===== src/hw/rtl/assert_macros.svh =====
// ---------------------------------------------------------------------------
// Assertion macros
// Clocked assertion helpers shared by the RTL. They compile to nothing
// when SYNTHESIS is defined.
// ---------------------------------------------------------------------------
`ifndef ASSERT_MACROS_SVH
`define ASSERT_MACROS_SVH

`ifndef SYNTHESIS

// The property must hold at every clock edge outside reset.
`define ASSERT_CLK(lbl, clk, rst, prop, msg) \
   lbl: assert property (@(posedge clk) disable iff (rst) (prop)) else $error(msg);

// The condition must never be true at a clock edge outside reset.
`define ASSERT_NEVER(lbl, clk, rst, cond, msg) \
   lbl: assert property (@(posedge clk) disable iff (rst) !(cond)) else $error(msg);

`else

`define ASSERT_CLK(lbl, clk, rst, prop, msg)
`define ASSERT_NEVER(lbl, clk, rst, cond, msg)

`endif

`endif


===== src/hw/rtl/sll_pkg.sv =====
`timescale 1ns / 1ps
// ---------------------------------------------------------------------------
// Static linked list package
// Sizes, codes and the control/status bundles shared by the controller,
// the datapath and the top level.
// ---------------------------------------------------------------------------
package sll_pkg;

   localparam int TABLE_SIZE = 16;
   localparam int IDX_W      = $clog2(TABLE_SIZE);
   localparam int CNT_W      = (IDX_W > 4) ? IDX_W : 4;
   localparam int POS_W      = 4;
   localparam int VALUE_W    = 32;
   localparam int STATUS_W   = 2;
   localparam int LEN_W      = 4;

   localparam logic [IDX_W-1:0] FREE_HEAD = '0;
   localparam logic [IDX_W-1:0] DATA_HEAD = IDX_W'(TABLE_SIZE - 1);
   localparam logic [CNT_W-1:0] MAX_COUNT = CNT_W'(TABLE_SIZE - 2);

   localparam logic ACT_DELETE = 1'b1;

   typedef enum logic [STATUS_W-1:0] {
      ST_OK    = 2'd0,
      ST_RANGE = 2'd1,
      ST_FULL  = 2'd2
   } status_type;

   typedef enum logic [1:0] {
      RD_FREE_HEAD = 2'd0,
      RD_DATA_HEAD = 2'd1,
      RD_LINK      = 2'd2
   } rd_sel_type;

   typedef enum logic [1:0] {
      WA_FREE_HEAD = 2'd0,
      WA_SLOT      = 2'd1,
      WA_PRED      = 2'd2
   } wa_sel_type;

   typedef enum logic {
      WD_LINK = 1'b0,
      WD_SLOT = 1'b1
   } wd_sel_type;

   typedef struct packed {
      logic       ld_req;
      logic       rd_en;
      rd_sel_type rd_sel;
      logic       wr_en;
      wa_sel_type wa_sel;
      wd_sel_type wd_sel;
      logic       elem_wr;
      logic       slot_ld;
      logic       cur_ld;
      logic       cur_head;
      logic       rem_init;
      logic       rem_dec;
      logic       cnt_inc;
      logic       cnt_dec;
      logic       rsp_ld;
      status_type rsp_status;
   } ctl_cmd_type;

   typedef struct packed {
      logic pos_ok;
      logic is_delete;
      logic link_end;
      logic walk_last;
   } dp_stat_type;

   // Link table contents after reset: a free chain from slot 0 through the
   // second to last slot, and an empty data list.
   function automatic logic [IDX_W-1:0] reset_link(input logic [IDX_W-1:0] slot);
      logic [IDX_W-1:0] r;
      r = '0;
      if (int'(slot) + 2 < TABLE_SIZE) begin
         r = slot + IDX_W'(1);
      end
      return r;
   endfunction

endpackage


===== src/hw/rtl/sll_datapath.sv =====
`timescale 1ns / 1ps
// ---------------------------------------------------------------------------
// Static linked list datapath
// Link table, element store, walk registers, element count and the
// response word register.
// ---------------------------------------------------------------------------
`include "assert_macros.svh"

module sll_datapath (
   input  logic                               clock,
   input  logic                               reset,
   input  sll_pkg::ctl_cmd_type               ctl_cmd,
   output sll_pkg::dp_stat_type               dp_stat,
   input  logic                               req_action,
   input  logic [sll_pkg::POS_W-1:0]          req_position,
   input  logic signed [sll_pkg::VALUE_W-1:0] req_value,
   output logic [sll_pkg::STATUS_W-1:0]       rsp_status,
   output logic [sll_pkg::LEN_W-1:0]          rsp_length
);
   import sll_pkg::*;

   logic                      action_ff;
   logic [POS_W-1:0]          pos_ff;
   logic signed [VALUE_W-1:0] value_ff;
   logic [CNT_W-1:0]          cnt_ff, cnt_in;
   logic [POS_W-1:0]          rem_ff, rem_in;
   logic [IDX_W-1:0]          cur_ff, cur_in;
   logic [IDX_W-1:0]          slot_ff, slot_in;
   logic [IDX_W-1:0]          rd_data_ff;
   logic [TABLE_SIZE-1:0]     link_vld_ff;
   logic [STATUS_W-1:0]       rsp_status_ff;
   logic [LEN_W-1:0]          rsp_length_ff;

   logic [IDX_W-1:0]          link_mem [TABLE_SIZE];
   logic signed [VALUE_W-1:0] elem_mem [TABLE_SIZE];

   logic [IDX_W-1:0]          rd_addr;
   logic [IDX_W-1:0]          wr_addr;
   logic [IDX_W-1:0]          wr_data;
   logic [CNT_W:0]            pos_ext;
   logic [CNT_W:0]            limit;

   always_comb begin
      cnt_in = cnt_ff;
      if (ctl_cmd.cnt_inc) begin
         cnt_in = cnt_ff + CNT_W'(1);
      end else if (ctl_cmd.cnt_dec) begin
         cnt_in = cnt_ff - CNT_W'(1);
      end

      rem_in = rem_ff;
      if (ctl_cmd.rem_init) begin
         rem_in = pos_ff - POS_W'(1);
      end else if (ctl_cmd.rem_dec) begin
         rem_in = rem_ff - POS_W'(1);
      end

      cur_in = cur_ff;
      if (ctl_cmd.cur_ld) begin
         cur_in = ctl_cmd.cur_head ? DATA_HEAD : rd_data_ff;
      end

      slot_in = ctl_cmd.slot_ld ? rd_data_ff : slot_ff;
   end

   always_comb begin
      case (ctl_cmd.rd_sel)
         RD_FREE_HEAD: rd_addr = FREE_HEAD;
         RD_DATA_HEAD: rd_addr = DATA_HEAD;
         RD_LINK:      rd_addr = rd_data_ff;
         default:      rd_addr = FREE_HEAD;
      endcase

      case (ctl_cmd.wa_sel)
         WA_FREE_HEAD: wr_addr = FREE_HEAD;
         WA_SLOT:      wr_addr = slot_ff;
         WA_PRED:      wr_addr = cur_ff;
         default:      wr_addr = FREE_HEAD;
      endcase

      case (ctl_cmd.wd_sel)
         WD_LINK: wr_data = rd_data_ff;
         WD_SLOT: wr_data = slot_ff;
         default: wr_data = rd_data_ff;
      endcase
   end

   // Insert accepts positions up to length+1, delete only up to length.
   assign pos_ext = (CNT_W+1)'(pos_ff);
   assign limit   = (action_ff == ACT_DELETE) ? (CNT_W+1)'(cnt_ff)
                                              : (CNT_W+1)'(cnt_ff) + (CNT_W+1)'(1);

   always_comb begin
      dp_stat.pos_ok    = (pos_ff != '0) && (pos_ext <= limit);
      dp_stat.is_delete = (action_ff == ACT_DELETE);
      dp_stat.link_end  = (rd_data_ff == FREE_HEAD) || (rd_data_ff == DATA_HEAD);
      dp_stat.walk_last = (rem_ff == '0);
   end

   always_ff @(posedge clock) begin
      if (reset) begin
         cnt_ff      <= '0;
         link_vld_ff <= '0;
      end else begin
         cnt_ff <= cnt_in;
         if (ctl_cmd.wr_en) begin
            link_vld_ff[wr_addr] <= 1'b1;
         end
      end
   end

   always_ff @(posedge clock) begin
      if (ctl_cmd.ld_req) begin
         action_ff <= req_action;
         pos_ff    <= req_position;
         value_ff  <= req_value;
      end
      rem_ff  <= rem_in;
      cur_ff  <= cur_in;
      slot_ff <= slot_in;
      if (ctl_cmd.rsp_ld) begin
         rsp_status_ff <= ctl_cmd.rsp_status;
         rsp_length_ff <= cnt_ff[LEN_W-1:0];
      end
   end

   // A slot never written since reset reads as its reset link.
   always_ff @(posedge clock) begin
      if (ctl_cmd.rd_en) begin
         rd_data_ff <= link_vld_ff[rd_addr] ? link_mem[rd_addr] : reset_link(rd_addr);
      end
      if (ctl_cmd.wr_en) begin
         link_mem[wr_addr] <= wr_data;
      end
      if (ctl_cmd.elem_wr) begin
         elem_mem[slot_ff] <= value_ff;
      end
   end

   assign rsp_status = rsp_status_ff;
   assign rsp_length = rsp_length_ff;

   `ASSERT_CLK(a_cnt_bound, clock, reset, cnt_ff <= MAX_COUNT, "element count above capacity")
   `ASSERT_NEVER(a_inc_full, clock, reset, ctl_cmd.cnt_inc && (cnt_ff == MAX_COUNT), "insert into full table")
   `ASSERT_NEVER(a_dec_empty, clock, reset, ctl_cmd.cnt_dec && (cnt_ff == '0), "delete from empty list")

endmodule


===== src/hw/rtl/sll_controller.sv =====
`timescale 1ns / 1ps
// ---------------------------------------------------------------------------
// Static linked list controller
// Sequences the range check, free list access, link walk and relinking,
// and owns the request and response handshakes.
// ---------------------------------------------------------------------------
`include "assert_macros.svh"

module sll_controller (
   input  logic                  clock,
   input  logic                  reset,
   input  logic                  req_valid,
   output logic                  req_ready,
   output logic                  rsp_valid,
   input  logic                  rsp_ready,
   output sll_pkg::ctl_cmd_type  ctl_cmd,
   input  sll_pkg::dp_stat_type  dp_stat
);
   import sll_pkg::*;

   typedef enum logic [11:0] {
      S_IDLE       = 12'h001,
      S_CHECK      = 12'h002,
      S_INS_FREE   = 12'h004,
      S_INS_UNLINK = 12'h008,
      S_WALK_FIRST = 12'h010,
      S_WALK       = 12'h020,
      S_AT_PRED    = 12'h040,
      S_INS_HOOK   = 12'h080,
      S_DEL_BYPASS = 12'h100,
      S_DEL_FREE   = 12'h200,
      S_DEL_PUSH   = 12'h400,
      S_DONE       = 12'h800
   } state_type;

   state_type  state_ff, state_in;
   status_type status_ff, status_in;
   logic       rsp_valid_ff, rsp_valid_in;

   always_comb begin
      ctl_cmd            = '0;
      ctl_cmd.rd_sel     = RD_FREE_HEAD;
      ctl_cmd.wa_sel     = WA_FREE_HEAD;
      ctl_cmd.wd_sel     = WD_LINK;
      ctl_cmd.rsp_status = status_ff;
      state_in           = state_ff;
      status_in          = status_ff;

      case (state_ff)
         S_IDLE: begin
            if (req_valid) begin
               ctl_cmd.ld_req = 1'b1;
               state_in       = S_CHECK;
            end
         end
         S_CHECK: begin
            ctl_cmd.rem_init = 1'b1;
            if (!dp_stat.pos_ok) begin
               status_in = ST_RANGE;
               state_in  = S_DONE;
            end else if (dp_stat.is_delete) begin
               state_in = S_WALK_FIRST;
            end else begin
               ctl_cmd.rd_en  = 1'b1;
               ctl_cmd.rd_sel = RD_FREE_HEAD;
               state_in       = S_INS_FREE;
            end
         end
         S_INS_FREE: begin
            if (dp_stat.link_end) begin
               status_in = ST_FULL;
               state_in  = S_DONE;
            end else begin
               ctl_cmd.slot_ld = 1'b1;
               ctl_cmd.rd_en   = 1'b1;
               ctl_cmd.rd_sel  = RD_LINK;
               state_in        = S_INS_UNLINK;
            end
         end
         S_INS_UNLINK: begin
            // Free head moves on to the slot after the one taken.
            ctl_cmd.wr_en   = 1'b1;
            ctl_cmd.wa_sel  = WA_FREE_HEAD;
            ctl_cmd.wd_sel  = WD_LINK;
            ctl_cmd.elem_wr = 1'b1;
            state_in        = S_WALK_FIRST;
         end
         S_WALK_FIRST: begin
            ctl_cmd.rd_en    = 1'b1;
            ctl_cmd.rd_sel   = RD_DATA_HEAD;
            ctl_cmd.cur_ld   = 1'b1;
            ctl_cmd.cur_head = 1'b1;
            if (dp_stat.walk_last) begin
               state_in = S_AT_PRED;
            end else begin
               ctl_cmd.rem_dec = 1'b1;
               state_in        = S_WALK;
            end
         end
         S_WALK: begin
            // The link just read becomes the current slot and is read in turn.
            ctl_cmd.rd_en  = 1'b1;
            ctl_cmd.rd_sel = RD_LINK;
            ctl_cmd.cur_ld = 1'b1;
            if (dp_stat.walk_last) begin
               state_in = S_AT_PRED;
            end else begin
               ctl_cmd.rem_dec = 1'b1;
            end
         end
         S_AT_PRED: begin
            if (!dp_stat.is_delete) begin
               ctl_cmd.wr_en  = 1'b1;
               ctl_cmd.wa_sel = WA_SLOT;
               ctl_cmd.wd_sel = WD_LINK;
               state_in       = S_INS_HOOK;
            end else if (dp_stat.link_end) begin
               status_in = ST_RANGE;
               state_in  = S_DONE;
            end else begin
               ctl_cmd.slot_ld = 1'b1;
               ctl_cmd.rd_en   = 1'b1;
               ctl_cmd.rd_sel  = RD_LINK;
               state_in        = S_DEL_BYPASS;
            end
         end
         S_INS_HOOK: begin
            ctl_cmd.wr_en   = 1'b1;
            ctl_cmd.wa_sel  = WA_PRED;
            ctl_cmd.wd_sel  = WD_SLOT;
            ctl_cmd.cnt_inc = 1'b1;
            status_in       = ST_OK;
            state_in        = S_DONE;
         end
         S_DEL_BYPASS: begin
            ctl_cmd.wr_en  = 1'b1;
            ctl_cmd.wa_sel = WA_PRED;
            ctl_cmd.wd_sel = WD_LINK;
            ctl_cmd.rd_en  = 1'b1;
            ctl_cmd.rd_sel = RD_FREE_HEAD;
            state_in       = S_DEL_FREE;
         end
         S_DEL_FREE: begin
            ctl_cmd.wr_en  = 1'b1;
            ctl_cmd.wa_sel = WA_SLOT;
            ctl_cmd.wd_sel = WD_LINK;
            state_in       = S_DEL_PUSH;
         end
         S_DEL_PUSH: begin
            ctl_cmd.wr_en   = 1'b1;
            ctl_cmd.wa_sel  = WA_FREE_HEAD;
            ctl_cmd.wd_sel  = WD_SLOT;
            ctl_cmd.cnt_dec = 1'b1;
            status_in       = ST_OK;
            state_in        = S_DONE;
         end
         S_DONE: begin
            if (!rsp_valid_ff || rsp_ready) begin
               ctl_cmd.rsp_ld = 1'b1;
               state_in       = S_IDLE;
            end
         end
         default: begin
            state_in = S_IDLE;
         end
      endcase
   end

   always_comb begin
      rsp_valid_in = rsp_valid_ff;
      if (ctl_cmd.rsp_ld) begin
         rsp_valid_in = 1'b1;
      end else if (rsp_ready) begin
         rsp_valid_in = 1'b0;
      end
   end

   always_ff @(posedge clock) begin
      if (reset) begin
         state_ff     <= S_IDLE;
         status_ff    <= ST_OK;
         rsp_valid_ff <= 1'b0;
      end else begin
         state_ff     <= state_in;
         status_ff    <= status_in;
         rsp_valid_ff <= rsp_valid_in;
      end
   end

   // No word is taken while reset is held.
   assign req_ready = (state_ff == S_IDLE) && !reset;
   assign rsp_valid = rsp_valid_ff;

   `ASSERT_CLK(a_accept_check, clock, reset, (req_valid && req_ready) |=> (state_ff == S_CHECK), "accepted word not checked next")
   `ASSERT_CLK(a_rsp_slot_free, clock, reset, ctl_cmd.rsp_ld |-> (!rsp_valid_ff || rsp_ready), "response overwrites pending word")
   `ASSERT_NEVER(a_idle_write, clock, reset, ((state_ff == S_IDLE) || (state_ff == S_DONE)) && ctl_cmd.wr_en, "link write outside an operation")

endmodule


===== src/hw/rtl/static_linked_list_engine_top.sv =====
`timescale 1ns / 1ps
// ---------------------------------------------------------------------------
// Static linked list engine
// Array-backed singly linked list with a free list; inserts or deletes at a
// 1-based position and answers with a status and the new length.
//
//   Channel   Dir   Handshake              Word fields
//   req       in    req_valid/req_ready    action, position, value
//   rsp       out   rsp_valid/rsp_ready    status, length
//
// The walk through the link table reads one link per cycle on its single
// registered read port.
// Reset is synchronous; the link table reads its reset contents through
// per-slot valid bits, so no clearing pass is needed.
// A stalled response holds the finished item; the next one is accepted
// only after the response register has been loaded.
// ---------------------------------------------------------------------------
module static_linked_list_engine_top (
   input  logic                               clock,
   input  logic                               reset,
   input  logic                               req_valid,
   output logic                               req_ready,
   input  logic                               req_action,
   input  logic [sll_pkg::POS_W-1:0]          req_position,
   input  logic signed [sll_pkg::VALUE_W-1:0] req_value,
   output logic                               rsp_valid,
   input  logic                               rsp_ready,
   output logic [sll_pkg::STATUS_W-1:0]       rsp_status,
   output logic [sll_pkg::LEN_W-1:0]          rsp_length
);
   import sll_pkg::*;

   ctl_cmd_type ctl_cmd;
   dp_stat_type dp_stat;

   sll_controller u_controller (
      .clock     (clock),
      .reset     (reset),
      .req_valid (req_valid),
      .req_ready (req_ready),
      .rsp_valid (rsp_valid),
      .rsp_ready (rsp_ready),
      .ctl_cmd   (ctl_cmd),
      .dp_stat   (dp_stat)
   );

   sll_datapath u_datapath (
      .clock        (clock),
      .reset        (reset),
      .ctl_cmd      (ctl_cmd),
      .dp_stat      (dp_stat),
      .req_action   (req_action),
      .req_position (req_position),
      .req_value    (req_value),
      .rsp_status   (rsp_status),
      .rsp_length   (rsp_length)
   );

endmodule

===== config.mk =====
export PLATFORM = sky130hd
export DESIGN_NAME = static_linked_list_engine_top
export DESIGN_NICKNAME = d
export VERILOG_FILES = /design/src/hw/rtl/sll_pkg.sv /design/src/hw/rtl/sll_datapath.sv /design/src/hw/rtl/sll_controller.sv /design/src/hw/rtl/static_linked_list_engine_top.sv
export VERILOG_INCLUDE_DIRS = /design/src /design/src/hw/rtl
export SDC_FILE = /design/constraint.sdc
export NUM_CORES = 1
export LEC_CHECK = 0
export ABC_AREA = 1
export ABC_CLOCK_PERIOD_IN_PS = 2550
export CAP_MARGIN = 20
export CORE_MARGIN = 1.5
export CORE_UTILIZATION = 55
export CTS_CLUSTER_SIZE = 40
export DETAILED_ROUTE_END_ITERATION = 6
export DONT_BUFFER_PORTS = 1
export PLACE_DENSITY = 0.78
export SYNTH_ARGS = -nofsm -noshare
export SYNTH_HDL_FRONTEND = slang
export SYNTH_SLANG_ARGS = --single-unit

===== constraint.sdc =====
create_clock -name clock -period 2.55 [get_ports clock]
set_clock_uncertainty 0.1 [all_clocks]
set_input_delay 0.51 -clock clock [delete_from_list [all_inputs] [get_ports clock]]
set_output_delay 0.51 -clock clock [all_outputs]
set_load 0.02 [all_outputs]

==> metrics.md <==
| Metric | Value |
|---|---|
| Status | `finished, violations left` |
| Failing checks | `negative setup slack` |
| Classification of the worst setup path | `reg -> reg` |
| First-pass GRT wire length | `27660 um` |
| Final nets | `between 800 and 900` |
| Top cells by area, synth | `edfxtp_1 (44%), dfxtp_1 (11%), nand3_1 (8.8%), inv_1 (7.3%), nand2_1 (7.3%)` |
| Post-layout worst setup margin | `-746.7 ps` |
| Cts hold-fix bufs | `0` |
| Placer Congestion | `0.8873` |
| Post-Syn Nets | `741` |
| Post-Synth XOR/XNOR Area | `less than 1%` |
| Clock tree buffer depth | `2` |
| Pre-CTS setup slack | `-262.2 ps` |
| Die height | `109.5 um` |
| Final Setup Violations | `75` |
| Clk root buf | `clkbuf_16` |
| DRT Wirelength | `about 22000 um` |
| R2r startpoint | `u_datapath.rd_data_ff[2]$_DFFE_PP_` |
| Antenna Nets Post-Route | `0` |
| Crit path launch | `u_datapath.rd_data_ff[2]$_DFFE_PP_` |
| Capturing point of the worst reg2reg path | `u_datapath.rd_data_ff[2]$_DFFE_PP_` |
| Total GRT Usage | `31.19%` |
| Fill cell count | `575` |
| 1st-iter DRT viols | `816` |
| Min-delay worst type | `in -> reg` |
| Number of global-route vias before repair | `5675` |
| Initial Util | `57.09%` |
| Largest family of logic cells by synthesized area | `simple AND/OR/NAND/NOR gates` |
| Post-synthesis sequential area ratio | `54.99%` |
| Multiplexer share of the synthesized area | `0%` |
| Hold WS | `58.34 ps` |
| Std cell rows | `38` |
| Synth Register Bits | `126` |
| Clock sinks | `between 100 and 150` |
| Power Dens Cells | `561.7 nW/um^2` |
| Arrival time at the worst endpoint | `~3300 ps` |
| Routed len/inst | `23.18 um` |
| Pleak | `3.739 nW` |
| Synth unique cells | `39` |
| Critical-path maximum fanout | `6` |
| Avg Cell Area, Syn | `approximately 9.1 sq um` |
| Buffers added on ports | `0` |
| Total chip power | `between 4 and 5 mW` |
| H-tree lvl count | `4` |
| Measured slew at the worst slew-check pin | `592.3 ps` |
| Post-synthesis adder-cell area fraction | `2.926%` |
| Die Width | `109.5 um` |
| Max-slew headroom at the worst pin | `a little over 60%` |
| CP required | `around 2600 ps` |
| Unrepaired setup endpoints after global routing | `yes` |
| Worst setup endpoint | `u_datapath.rd_data_ff[2]$_DFFE_PP_` |
| Max Cap Viol | `0` |
| Most frequent cells in the layout | `buf_4 (100), nand2_1 (91), edfxtp_1 (91)` |
| DR DRC count | `0` |
| Diode count | `0` |
| Crit. End Element | `flop` |
| Flop2flop setup slack | `-750 ps` |
| Insertion delay to the later sink of the worst-skew pair | `approximately 420 ps` |
| 1st-pass router iterations | `6` |
| Tcrit/Tclk final | `129.3%` |
| Drt via density | `6.231` |
| DP HPWL | `10390 um` |
| Share of layout cells above drive strength 1 | `39.76%` |
| CTS tree | `built` |
| Max VDD drop | `512.1 uV` |
| Endpoints failing hold | `0` |
| Antenna violations before repair | `0` |
| DR vias | `5982` |
| Top cell type by total area after synthesis | `edfxtp_1` |
| Area grow syn2layout | `41.08%` |
| Area fraction in compound gates after synthesis | `4.449%` |
| Simple-gate share of the synthesized area | `27.41%` |
| DIE AREA | `12000 sq um` |
| Remaining global-route overflow | `0` |
| Clock transition at path regs | `about 60 ps` |
| Synth top area share | `43.77%` |
| CP Launch Type | `flop` |
| Highest clock rate | `303.3 MHz` |
| Final Slew Violations | `0` |
| TritonCTS buffer count | `17` |
| Pin count of the biggest net entering global routing | `35` |
| Non-filler cells, final | `960` |
| Mapped Cells | `686` |
| Worst r2r path cells | `18` |
| Post-Syn Area | `about 6200 sq um` |
| I/O pins | `49` |
| Commonest non-fill, non-tap cell in the layout | `buf_4` |
| Placed insts | `888` |
| Min Tclk post-route | `3297 ps` |
| Core Area | `10940 sq um` |
| Number of warnings issued by yosys | `0` |
-- power by group --
group	total, mW	internal [mW]	switching (mW)
clock network	2.32	1.35	0.965
registers	2.25	2.22	0.0258
logic	0.387	0.166	0.221
-- metrics by stage --
step	utilization (%)	TNS [ps]	cell area [sq um]
2_1_floorplan	-	0	6345
3_3_place_gp	64.43	-1191	7046
3_5_place_dp	64.43	-4648	7046
4_1_cts	74.67	-485.3	8165
5_1_grt	80.55	-10490	8808
6_report	80.55	-7841	8808
-- cell usage after synthesis, drive strengths merged --
master / n
a31oi: 1
a211oi: 1
buf: 12
nand2: 131
o21ai: 12
a21oi: 29
a22o: 4
xor2: 4
ha: 13
o21a: 1
fa: 1
clkbuf: 9
inv: 123
and2: 1
nand3: 115
nor4: 1
edfxtp: 91
nand3b: 21
o22ai: 2
clkinv: 1
dfxtp: 35
xnor2: 3
nor2: 58
nor3: 7
nand4: 8
nor3b: 2
-- cell families (layout without fill, tap and decap cells) --
| group | count (synthesis) | in the layout |
|---|---|---|
| adders and majority gates | 14 | 14 |
| AOI/OAI and AO/OA | 50 | 50 |
| xor gates and xnor gates | 7 | 7 |
| buffers and inverters | 145 | 279 |
| DFF | 126 | 126 |
| and+or+nand+nor | 344 | 344 |
-- how the worst min path moves through the flow --
stage                                                  end  cells after the start                              startpoint
floorplan               u_datapath.rsp_status[0]$_DFFE_PP_                      0  u_controller.status_ff[0]$_SDFFE_PP0P_
global placement        u_datapath.rsp_status[1]$_DFFE_PP_                      0  u_controller.status_ff[1]$_SDFFE_PP0P_
detailed placement      u_datapath.rsp_status[0]$_DFFE_PP_                      0  u_controller.status_ff[0]$_SDFFE_PP0P_
CTS                 u_controller.status_ff[0]$_SDFFE_PP0P_                      1                                   reset
global route         u_controller.state_ff[2]$_SDFFE_PP0P_                      1                                   reset
finish              u_controller.status_ff[0]$_SDFFE_PP0P_                      1                                   reset
-- state kept, by name, indices dropped and copies added (netlist names) --
name	flops
u_controller.rsp_valid	1
u_datapath.rsp_status	2
u_datapath.action_ff	1
u_datapath.link_mem	64
u_datapath.rsp_length	4
u_datapath.pos_ff	4
u_datapath.rem_ff	4
u_datapath.slot_ff	4
u_datapath.cnt_ff	4
u_controller.status_ff	2
u_datapath.link_vld_ff	16
u_controller.state_ff	12
u_datapath.rd_data_ff	4
u_datapath.cur_ff	4
-- per-layer routing --
layer	global-route usage, %	share of wire, %
met3	7.410	9.2
met1	34.02	34
met4	20.13	8.5
met5	0	0
met2	54.13	49
-- what timing repair did --
action | CTS | global route
setup endpoints to repair | 69 | 84
gates cloned | 2 | 0
gates resized for setup | 110 | 110
pin swaps | 23 | 40
buffers inserted | 17 | 23
-- worst max-delay path, cell delays in order (launching register included) --
cell and delay, ps:
edfxtp_1 500, o22ai_1 210, and2_4 180, inv_2 40
nand2_2 60, inv_2 60, nor2_4 150, inv_2 70
ha_4 320, clkinv_8 90, nand2_8 120, buf_12 140
nand2_1 50, nand3_1 110, nand3_2 220, nand3_4 190
nand2_4 110, nand2_2 160, nand2_2 120
-- area by class of cell --
type | instances | area (sq um) | share of cell area [%]
inverter | 124 | 538.0 | 6.108
clock inverter | 15 | 137.6 | 1.562
multi-input combinational | 415 | 2997 | 34.02
clock buffer | 17 | 425.4 | 4.830
timing repair buffer | 123 | 1095 | 12.43
tap | 140 | 175.2 | 1.989
sequential | 126 | 3441 | 39.06
No activity file was read; power rests on OpenSTA's default activity.
